===== src/hw/rtl/b64d_pkg.sv =====
// ----------------------------------------------------------------------------
// b64d_pkg
// Shared types, constants and the character mapping of the base64 decoder.
// ----------------------------------------------------------------------------
`default_nettype none

package b64d_pkg;

	// character codes
	localparam logic [7:0] CH_PLUS  = 8'd43;
	localparam logic [7:0] CH_SLASH = 8'd47;
	localparam logic [7:0] CH_PAD   = 8'd61;
	localparam logic [7:0] CH_ZERO  = 8'd48;
	localparam logic [7:0] CH_NINE  = 8'd57;
	localparam logic [7:0] CH_UP_A  = 8'd65;
	localparam logic [7:0] CH_UP_Z  = 8'd90;
	localparam logic [7:0] CH_LO_A  = 8'd97;
	localparam logic [7:0] CH_LO_Z  = 8'd122;

	// mapped values
	localparam logic [6:0] PAD_VALUE   = 7'd64;
	localparam logic [6:0] PLUS_VALUE  = 7'd62;
	localparam logic [6:0] SLASH_VALUE = 7'd63;
	localparam logic [7:0] DIGIT_ADD   = 8'd4;
	localparam logic [7:0] LOWER_SUB   = 8'd71;

	// group slot of the completing fourth character, which is not stored
	localparam logic [1:0] SLOT_LAST = 2'd3;

	// group queue sizing
	localparam int GQ_DEPTH = 4;
	localparam int GQ_AW    = $clog2(GQ_DEPTH);
	localparam int GQ_CW    = GQ_AW + 1;

	// input word
	typedef struct packed {
		logic [7:0] char_in;
		logic       end_of_buffer;
	} in_word_t;

	// result word
	typedef struct packed {
		logic [7:0] data_byte;
		logic       last_in_run;
	} out_word_t;

	// one decoded group: up to three bytes and how many are valid
	typedef struct packed {
		logic [7:0] byte0;
		logic [7:0] byte1;
		logic [7:0] byte2;
		logic [1:0] nbytes;
	} group_t;

	// group queue status seen by both sides
	typedef struct packed {
		logic full;
		logic empty;
	} gq_stat_t;

	// map one character to its 7-bit value, unknown codes give zero
	function automatic logic [6:0] char_value(input logic [7:0] c);
		logic [7:0] t;
		begin
			t = 8'd0;
			if (c == CH_PLUS) begin
				t = {1'b0, PLUS_VALUE};
			end else if (c == CH_SLASH) begin
				t = {1'b0, SLASH_VALUE};
			end else if (c == CH_PAD) begin
				t = {1'b0, PAD_VALUE};
			end else if (c >= CH_ZERO && c <= CH_NINE) begin
				t = c + DIGIT_ADD;
			end else if (c >= CH_UP_A && c <= CH_UP_Z) begin
				t = c - CH_UP_A;
			end else if (c >= CH_LO_A && c <= CH_LO_Z) begin
				t = c - LOWER_SUB;
			end
			return t[6:0];
		end
	endfunction

endpackage

`default_nettype wire


===== src/hw/rtl/b64d_front.sv =====
// ----------------------------------------------------------------------------
// b64d_front
// Accepts characters, maps them, collects groups of four and forms the bytes.
// ----------------------------------------------------------------------------
`default_nettype none

module b64d_front (
	input  wire logic                clk,
	input  wire logic                arst_n,
	input  wire logic                push,
	output logic                     full,
	input  wire b64d_pkg::in_word_t  item,
	input  wire b64d_pkg::gq_stat_t  gq_stat,
	output logic                     gq_push,
	output b64d_pkg::group_t         gq_data
);
	import b64d_pkg::*;

	logic [6:0] store_q [3];
	logic [1:0] slot_q;
	logic [6:0] val;
	logic       accept;
	logic       group_done;
	logic [7:0] sum2;

	// only a completing character needs room in the group queue
	assign full       = (slot_q == SLOT_LAST) && gq_stat.full;
	assign accept     = push && !full;
	assign group_done = slot_q == SLOT_LAST;
	assign val        = char_value(item.char_in);

	// byte forming from the three stored values and the current one
	assign sum2 = {store_q[2][1:0], 6'd0} + {1'b0, val};

	always_comb begin
		gq_data.byte0 = {store_q[0][5:0], store_q[1][5:4]};
		gq_data.byte1 = {store_q[1][3:0], store_q[2][5:2]};
		gq_data.byte2 = sum2;
		if (store_q[2] == PAD_VALUE) begin
			gq_data.nbytes = 2'd1;
		end else if (val == PAD_VALUE) begin
			gq_data.nbytes = 2'd2;
		end else begin
			gq_data.nbytes = 2'd3;
		end
	end

	assign gq_push = accept && group_done;

	// slot counter, end of buffer drops a partial group
	always_ff @(posedge clk or negedge arst_n) begin
		if (!arst_n) begin
			slot_q <= 2'd0;
		end else if (accept) begin
			if (item.end_of_buffer || group_done) begin
				slot_q <= 2'd0;
			end else begin
				slot_q <= slot_q + 2'd1;
			end
		end
	end

	// value store
	always_ff @(posedge clk or negedge arst_n) begin
		if (!arst_n) begin
			store_q[0] <= 7'd0;
			store_q[1] <= 7'd0;
			store_q[2] <= 7'd0;
		end else if (accept && !group_done) begin
			store_q[slot_q] <= val;
		end
	end

endmodule

`default_nettype wire


===== src/hw/rtl/b64d_gq.sv =====
// ----------------------------------------------------------------------------
// b64d_gq
// Short queue of decoded groups between the front and the back.
// ----------------------------------------------------------------------------
`default_nettype none

module b64d_gq (
	input  wire logic               clk,
	input  wire logic               arst_n,
	input  wire logic               push,
	input  wire b64d_pkg::group_t   wdata,
	input  wire logic               pop,
	output b64d_pkg::group_t        rdata,
	output b64d_pkg::gq_stat_t      stat
);
	import b64d_pkg::*;

	group_t           mem_q [GQ_DEPTH];
	logic [GQ_AW-1:0] wr_q;
	logic [GQ_AW-1:0] rd_q;
	logic [GQ_CW-1:0] count_q;

	assign stat.full  = count_q == GQ_CW'(GQ_DEPTH);
	assign stat.empty = count_q == '0;
	assign rdata      = mem_q[rd_q];

	// storage
	always_ff @(posedge clk) begin
		if (push) begin
			mem_q[wr_q] <= wdata;
		end
	end

	// pointers and fill count
	always_ff @(posedge clk or negedge arst_n) begin
		if (!arst_n) begin
			wr_q    <= '0;
			rd_q    <= '0;
			count_q <= '0;
		end else begin
			if (push) begin
				wr_q <= wr_q + 1'b1;
			end
			if (pop) begin
				rd_q <= rd_q + 1'b1;
			end
			if (push && !pop) begin
				count_q <= count_q + 1'b1;
			end else if (pop && !push) begin
				count_q <= count_q - 1'b1;
			end
		end
	end

`ifndef NO_ASSERTIONS
	a_no_overflow: assert property (@(posedge clk) disable iff (!arst_n)
		push |-> (!stat.full || pop))
		else $error("group queue written while full");
	a_no_underflow: assert property (@(posedge clk) disable iff (!arst_n)
		pop |-> !stat.empty)
		else $error("group queue read while empty");
	a_count_up: assert property (@(posedge clk) disable iff (!arst_n)
		(push && !pop) |=> count_q == $past(count_q) + 1'b1)
		else $error("group queue count lost a word");
	a_count_range: assert property (@(posedge clk) disable iff (!arst_n)
		count_q <= GQ_CW'(GQ_DEPTH))
		else $error("group queue count out of range");
`endif

endmodule

`default_nettype wire


===== src/hw/rtl/b64d_back.sv =====
// ----------------------------------------------------------------------------
// b64d_back
// Takes groups from the queue and hands out their bytes one word at a time.
// ----------------------------------------------------------------------------
`default_nettype none

module b64d_back (
	input  wire logic               clk,
	input  wire logic               arst_n,
	input  wire b64d_pkg::group_t   gq_data,
	input  wire b64d_pkg::gq_stat_t gq_stat,
	output logic                    gq_pop,
	input  wire logic               pop,
	output logic                    empty,
	output b64d_pkg::out_word_t     result
);
	import b64d_pkg::*;

	group_t     grp_q;
	logic       grp_valid_q;
	logic [1:0] idx_q;
	out_word_t  out_q;
	logic       out_valid_q;
	logic       out_load;
	logic       emit;
	logic       last_idx;
	logic [7:0] cur_byte;

	assign empty  = !out_valid_q;
	assign result = out_q;

	// output slot frees when empty or taken this cycle
	assign out_load = !out_valid_q || pop;
	assign emit     = grp_valid_q && out_load;
	assign last_idx = idx_q == (grp_q.nbytes - 2'd1);
	assign gq_pop   = !gq_stat.empty && (!grp_valid_q || (emit && last_idx));

	// byte select within the group
	always_comb begin
		case (idx_q)
			2'd0:    cur_byte = grp_q.byte0;
			2'd1:    cur_byte = grp_q.byte1;
			2'd2:    cur_byte = grp_q.byte2;
			default: cur_byte = grp_q.byte0;
		endcase
	end

	// current group and byte index
	always_ff @(posedge clk or negedge arst_n) begin
		if (!arst_n) begin
			grp_valid_q <= 1'b0;
			idx_q       <= 2'd0;
		end else begin
			if (gq_pop) begin
				grp_valid_q <= 1'b1;
				idx_q       <= 2'd0;
			end else if (emit) begin
				if (last_idx) begin
					grp_valid_q <= 1'b0;
					idx_q       <= 2'd0;
				end else begin
					idx_q <= idx_q + 2'd1;
				end
			end
		end
	end

	always_ff @(posedge clk) begin
		if (gq_pop) begin
			grp_q <= gq_data;
		end
	end

	// output register
	always_ff @(posedge clk or negedge arst_n) begin
		if (!arst_n) begin
			out_valid_q <= 1'b0;
		end else if (out_load) begin
			out_valid_q <= emit;
		end
	end

	always_ff @(posedge clk) begin
		if (emit) begin
			out_q.data_byte   <= cur_byte;
			out_q.last_in_run <= last_idx;
		end
	end

`ifndef NO_ASSERTIONS
	a_idx_range: assert property (@(posedge clk) disable iff (!arst_n)
		grp_valid_q |-> idx_q < grp_q.nbytes)
		else $error("byte index beyond group size");
	a_nbytes_nonzero: assert property (@(posedge clk) disable iff (!arst_n)
		grp_valid_q |-> grp_q.nbytes != 2'd0)
		else $error("group with no bytes");
	a_last_ends_group: assert property (@(posedge clk) disable iff (!arst_n)
		(emit && last_idx && !gq_pop) |=> !grp_valid_q)
		else $error("group kept after its last byte");
`endif

endmodule

`default_nettype wire


===== src/hw/rtl/base64_decoder_top.sv =====
// ----------------------------------------------------------------------------
// base64_decoder_top
// Streaming base64 decoder: one character in, decoded bytes out.
// ----------------------------------------------------------------------------
//  channel | handshake         | word
//  input   | push / full       | item   : char_in[8], end_of_buffer[1]
//  result  | pop / empty       | result : data_byte[8], last_in_run[1]
//
// one character is taken per cycle; the fourth of a group forms its bytes
// in the same cycle and writes them to a four-deep group queue.
// the back side moves one byte per cycle into the output register when that
// register is empty or popped; bytes pass the queue, then the group register.
// input stalls only when a completing character meets a full group queue.
// reset clears the slot count, value store, queue pointers and fill count, and the group and output valid flags.
// ----------------------------------------------------------------------------
`default_nettype none

module base64_decoder_top (
	input  wire logic                clk,
	input  wire logic                arst_n,
	input  wire logic                push,
	output logic                     full,
	input  wire b64d_pkg::in_word_t  item,
	input  wire logic                pop,
	output logic                     empty,
	output b64d_pkg::out_word_t      result
);
	import b64d_pkg::*;

	gq_stat_t gq_stat;
	group_t   gq_wdata;
	group_t   gq_rdata;
	logic     gq_push;
	logic     gq_pop;

	// character intake and group forming
	b64d_front u_front (
		.clk     (clk),
		.arst_n  (arst_n),
		.push    (push),
		.full    (full),
		.item    (item),
		.gq_stat (gq_stat),
		.gq_push (gq_push),
		.gq_data (gq_wdata)
	);

	// group queue
	b64d_gq u_gq (
		.clk    (clk),
		.arst_n (arst_n),
		.push   (gq_push),
		.wdata  (gq_wdata),
		.pop    (gq_pop),
		.rdata  (gq_rdata),
		.stat   (gq_stat)
	);

	// byte output
	b64d_back u_back (
		.clk     (clk),
		.arst_n  (arst_n),
		.gq_data (gq_rdata),
		.gq_stat (gq_stat),
		.gq_pop  (gq_pop),
		.pop     (pop),
		.empty   (empty),
		.result  (result)
	);

endmodule

`default_nettype wire

===== config.mk =====
export PLATFORM = sky130hd
export DESIGN_NAME = base64_decoder_top
export DESIGN_NICKNAME = d
export VERILOG_FILES = /design/src/hw/rtl/b64d_pkg.sv /design/src/hw/rtl/b64d_front.sv /design/src/hw/rtl/b64d_gq.sv /design/src/hw/rtl/b64d_back.sv /design/src/hw/rtl/base64_decoder_top.sv
export SDC_FILE = /design/constraint.sdc
export NUM_CORES = 1
export LEC_CHECK = 0
export BUFFER_PORTS_ARGS = -buffer_cell sky130_fd_sc_hd__buf_2
export CAP_MARGIN = 20
export CORE_UTILIZATION = 60
export CTS_BUF_LIST = sky130_fd_sc_hd__clkbuf_4
export CTS_CLUSTER_DIAMETER = 40
export DETAILED_ROUTE_END_ITERATION = 16
export GPL_ROUTABILITY_DRIVEN = 0
export GPL_TIMING_DRIVEN = 0
export PLACE_DENSITY_LB_ADDON = 0.08
export SETUP_SLACK_MARGIN = 0.02
export SKIP_CTS_REPAIR_TIMING = 1
export SYNTH_ARGS = -nofsm -noshare
export SYNTH_HDL_FRONTEND = slang
export SYNTH_HIERARCHICAL = 1
export SYNTH_SLANG_ARGS = --single-unit

===== constraint.sdc =====
create_clock -name clk -period 9.3 [get_ports clk]
set_input_delay 1.395 -clock clk [delete_from_list [all_inputs] [get_ports clk]]
set_output_delay 1.395 -clock clk [all_outputs]
set_load 0.1 [all_outputs]

# Word level (Yosys, flattened, before mapping)
# Memories as Yosys holds them, arrays and structs flattened. A register that Yosys moved wholly into a read port is not among the register bits.
# Cells that the tools add are included.
# classes
div_mod_pow,0
n_mux,23
bitwise,1
n_shift,0
multipliers,0
n_lt_le_gt_ge,8
n_reduce_logical,28
n_eq_ne,10
add_sub_neg,11
# ops
op,count
$mux 7,7
$eq 8x6->1 const B,3
$bwmux 21,1
$ge 8x7->1 const B,2
$le 8x7->1 const B,2
$pmux 8 s2,1
$demux 7 s2,1
$eq 7x7->1 const B,2
$sub 7x7->7 const B,2
$logic_and 1x1->1,13
$mux 2,5
$add 2x1->2 const B,4
$add 8x7->8,1
$ge 8x6->1 const B,1
$le 8x6->1 const B,1
$add 7x3->7 const B,1
$logic_not 1->1,7
$mux 1,6
$mux 3,2
$reduce_bool 2->1,3
$eq 2x2->1 const B,2
$add 3x1->3 const B,1
$eq 3x3->1 const B,1
$ge 3x3->1 const B,1
9 further kinds,11
# totals
ramBits,104
memories,1
register_bits,43
output_inout_bits,11
wordCells,94
latchBits,0
input_bits,13
rom_bits,0
# memory_table
name,depth,word_bits,rd,rd_ports_with_merged_regs,wr,line,source
u_gq.mem_q,4,26,1,1,1,b64d_gq.sv:18,group_t mem_q [GQ_DEPTH];

# Depth between registers and ports, before layout
# depth
depth_word,11
depth_mapped,10
ltp_nobuf,10

# Cells and area by module
# The synthesis kept the hierarchy.
# modules_own_cells
mod,cells_per_inst,area_per_inst_um2,instances,seq_area_each_um2
b64d_gq,170,4195.3,1,3298.2
b64d_front,188,1745.4,1,525.5
b64d_back,89,1456.4,1,1151.1

# Least setup slack after synthesis
# No wires, ideal clock.
# synth_path
kind,input to register
start,in pop
end,reg u_gq.count_q[1]
slack_ps,5624
setup_time_ps,125
t_arrival_ps,3552
stages,8
required_ps,9175
n_path_buf,0
path_cell_list,nand2b_1 > nor2b_1 > o2bb2ai_1 > inv_1 > ha_1 > inv_1 > fa_1 > mux2_2
# synth_between
elab_chain_len,8
word_cells_on_any_way,10
classes_between,mux (1); reduce/logical (9)
# synth_rtl
element,line,source
start: declaration,base64_decoder_top.sv:24,"input wire logic pop,"
$logic_or 1x1->1 *,b64d_back.sv:33,assign out_load = !out_valid_q || pop;
$logic_and 1x1->1 *,b64d_back.sv:34,assign emit = grp_valid_q && out_load;
$logic_and 1x1->1 *,b64d_back.sv:36,assign gq_pop = !gq_stat.empty && (!grp_valid_q || (emit && last_idx));
$logic_or 1x1->1 *,b64d_back.sv:36,
$logic_and 1x1->1 *,b64d_back.sv:36,
named net gq_pop,base64_decoder_top.sv:34,logic gq_pop;
$logic_not 1->1,b64d_gq.sv:47,if (push && !pop) begin
$logic_and 1x1->1,b64d_gq.sv:47,
$mux 3 / $reduce_bool 2->1 (equally long branches),-,
end signal: assignment,b64d_gq.sv:48,count_q <= count_q + 1'b1;
end signal: assignment,b64d_gq.sv:50,count_q <= count_q - 1'b1;
end: declaration,b64d_gq.sv:21,logic [GQ_CW-1:0] count_q;
# Mark *: on every way through the listed nets, which the timed path passes. The rest lies on a longest branch.
# A chain may end at the register's enable or synchronous reset.

==> impl_metrics.ini <==
[outcome]
status = completed

[floorplanning]
start_util_pct = 61.6
io_pins = 24
core_area_um2 = 12000
die_w_um = 113
rows = 40
die-area_um2 = 12800
die-height_um = 113

[synthesis]
synth_fp_nets = 480
ys_warn_count = 6
synth_flop_cell = edfxtp_1
synth.distinct_cells = 64
ys_ff_latch = 171
synth.cell_area_um2 = 7400
synth_top_family_by_area = multiplexers
yosys.area_share.simple_pct = 6.28
synth-compound-area-share_pct = 8.03
syn_inst = 447
synth.area.mux_share_pct = 8.80
synth.avg_cell_area_um2 = 16.5
synth_edf_count = 139
ys_seq_area_share_pct = 67.3
synth_xor_area_share_pct = 1.42
synth_fa_ha_area_share_pct = 3.48
ys_async_sr_fraction_pct = 18.7

[cts]
root_buffer = clkbuf_4
clock_sinks = 171
tritoncts = built
cts_max_path_buffers = 2
numCtsBuffers = 17
htree_num_levels = 4
insertion_delay_ns = 0.54
clk_pin_slew_worst_paths_ns = 0.12

[worst_setup_path]
reg2reg_depth = 10
cp.buffers_inverters = 1
crit_chain = nor3b_1 > and2_1 > buf_2
endpoint = full
crit_fanout = 4
crit_start = u_gq/count_q[0]
cp_slowest_cell = dfrtp_1
worstSetupPathType = flip-flop to output pin
cp.arrival_ns = 1.82
cp-start-kind = flip-flop
worst-r2r-setup-slack_ns = 6.15
cp.depth = 3
cp_top_family = flip-flops
end_kind = output pin
slowest_delay_ns = 0.46
cp.required_ns = 7.91
worstReg2RegEnd = u_gq/count_q[2]
regToRegStartpoint = u_gq/count_q[0]

[finish]
final_cell_mix = edfxtp_1, dfrtp_1, nand2_1, buf_2, buf_4
drive_above_1_share_pct = 25.7
register_area_um2 = 4970
syn_to_final_growth_pct = 10.0
stdcell_area_um2 = 8140
multi_input_area_um2 = 2090
finalNetCount = 525
final_common_cell = edfxtp_1
fillers = 848
final_util_pct = 67.8

[route]
vias_per_cell = 5.82
dr_total_vias = 3800
wl_per_cell_um = 19.4
totalWireLength_mm = 12.7
drtIter0Drc = 329
dr.pass1.iters = 5
ant_nets = 0
drc = 0

[grt]
grt.total_usage_pct = 22.3
grt_pass1_vias = 3840
grt_max_degree = 33
antenna_found_initial = 2
grt_overflow = 0
grt_pass1_wl_mm = 20.5

[timing]
hold_viol_final = 0
tns_ns = 0
fin_crit_sh_pct = 34.6
worst_pin_slew_ns = 0.928
max_freq_ghz = 0.311
slew_headroom_pct = 37.6
period_minus_slack_ns = 3.22
setup_violations = 0
slew_viol_final = 0
rsz0062_at_grt = no
skew_ns = 0.0105

[pwr]
leakagePower_nw = 2.99
p_comb_share_pct = 29.8
netSwitchingFraction_pct = 31.9
intPower_mw = 1.49
power.density_nw_per_um2 = 269
p_clk_share_pct = 22.1
power_switching_mw = 0.698
seq_power_share_pct = 48.1
power_mw = 2.19
vdd_drop_max_uv = 105

[job]
maxCapViolCount = 0

[placed_design]
placedInstanceArea_um2 = 7790
dp_hpwl_mm = 9.01
portBuffers = 22

[min_path]
hold_class = flip-flop to flip-flop
## logic make-up (layout without fill, tap and decap cells)
logic type               Yosys count  count (layout)
AO/OA/AOI/OAI                     77              77
AND/OR/NAND/NOR                   81              81
XOR/XNOR                          12              12
buffers and inverters             57             115
other                              0               1
adder cells (fa/ha/maj)           20              20
multiplexers                      29              29
flip-flops                       171             171
## stage by stage
stage | hold WS [ns] | std cells | setup WS [ns]
floorplan | 0.449 | 447 | 5.62
global placement | 0.465 | 616 | 4.82
detailed placement | 0.476 | 620 | 5.61
CTS | 0.497 | 652 | 6.00
global route | 0.514 | 653 | 5.82
finish | 0.490 | 653 | 6.08
## worst min path at each step
stage / startpoint / endpoint / slack [ns] / depth (start not counted)
floorplan: u_front/store_q[6] / u_front/store_q[6] / 0.45 / 2
global placement: u_front/store_q[6] / u_front/store_q[6] / 0.46 / 2
detailed placement: u_gq/count_q[2] / u_gq/count_q[2] / 0.48 / 1
CTS: u_gq/count_q[2] / u_gq/count_q[2] / 0.50 / 1
global route: u_gq/count_q[2] / u_gq/count_q[2] / 0.51 / 1
finish: u_gq/count_q[2] / u_gq/count_q[2] / 0.49 / 1
## worst register-to-register path, cell delays in order, from the launching register on
cell	delay [ns]
dfrtp_1	0.46
nor3_1	0.78
nor2b_1	0.18
o2bb2ai_4	0.37
inv_1	0.24
ha_1	0.21
inv_1	0.06
fa_1	0.37
xor2_1	0.15
nor2_1	0.12
xor2_1	0.15
## layout make-up
type / instances / share of cell area (%)
inverter: 20 / 0.922
clock inverter: 13 / 2.44
sequential: 171 / 61.1
multi-input combinational: 219 / 25.7
timing repair buffer: 26 / 2.40
buffer: 37 / 3.38
tap: 147 / 2.26
antenna: 1 / 0.0307
clock buffer: 19 / 1.75
## synth_stat cells (all sizes together) (2+ instances only)
library cell / instances / area [um2]
o211ai: 2 / 15.0
mux2i: 2 / 23.8
a21oi: 14 / 85.1
and2b: 2 / 15.0
a31oi: 5 / 31.3
nor2b: 3 / 18.8
o31ai: 6 / 60.1
edfxtp: 139 / 4170
inv: 20 / 75.1
nand2b: 5 / 33.8
and2: 9 / 57.6
xor2: 6 / 52.6
nor4b: 2 / 32.5
and3: 2 / 17.5
and3b: 3 / 26.3
ha: 19 / 238
nor2: 13 / 51.3
clkbuf: 5 / 18.8
nand3: 3 / 15.0
a22oi: 11 / 87.6
buf: 32 / 256
o21bai: 3 / 33.8
nand2: 31 / 116
xnor2: 6 / 52.6
o21ai: 24 / 120
dfrtp: 32 / 801
nor4: 2 / 12.5
mux4: 26 / 616
o22ai: 2 / 25.0
## sequential cells by signal, summed over array words and instances, names as in the netlist, 3 cells and up
signal and cells:
u_back/result 9, u_gq/mem_q 104, u_gq/count_q 3, u_front/gq_data 16, u_front/store_q 3, u_back/grp_q 26
## power by group through the flow
stage / clock [mW] / sequential, mW / combinational (mW)
after floorplan: 0 / 1.18 / 0.397
final: 0.483 / 1.05 / 0.653
after detailed placement: 0 / 1.07 / 0.659
after CTS: 0.493 / 1.06 / 0.662
after global placement: 0 / 1.07 / 0.638
after global routing: 0.523 / 1.07 / 0.712
## metal layers
metal / part of all wire, % / routed length, um / GRT usage, %
met2: 50 / 6360 / 36.6
met1: 44 / 5630 / 29.1
met3: 3.9 / 492 / 5.46
met5: 0 / 0 / 0
met4: 1.7 / 213 / 8.42
No activity file was read; power rests on OpenSTA's default activity.
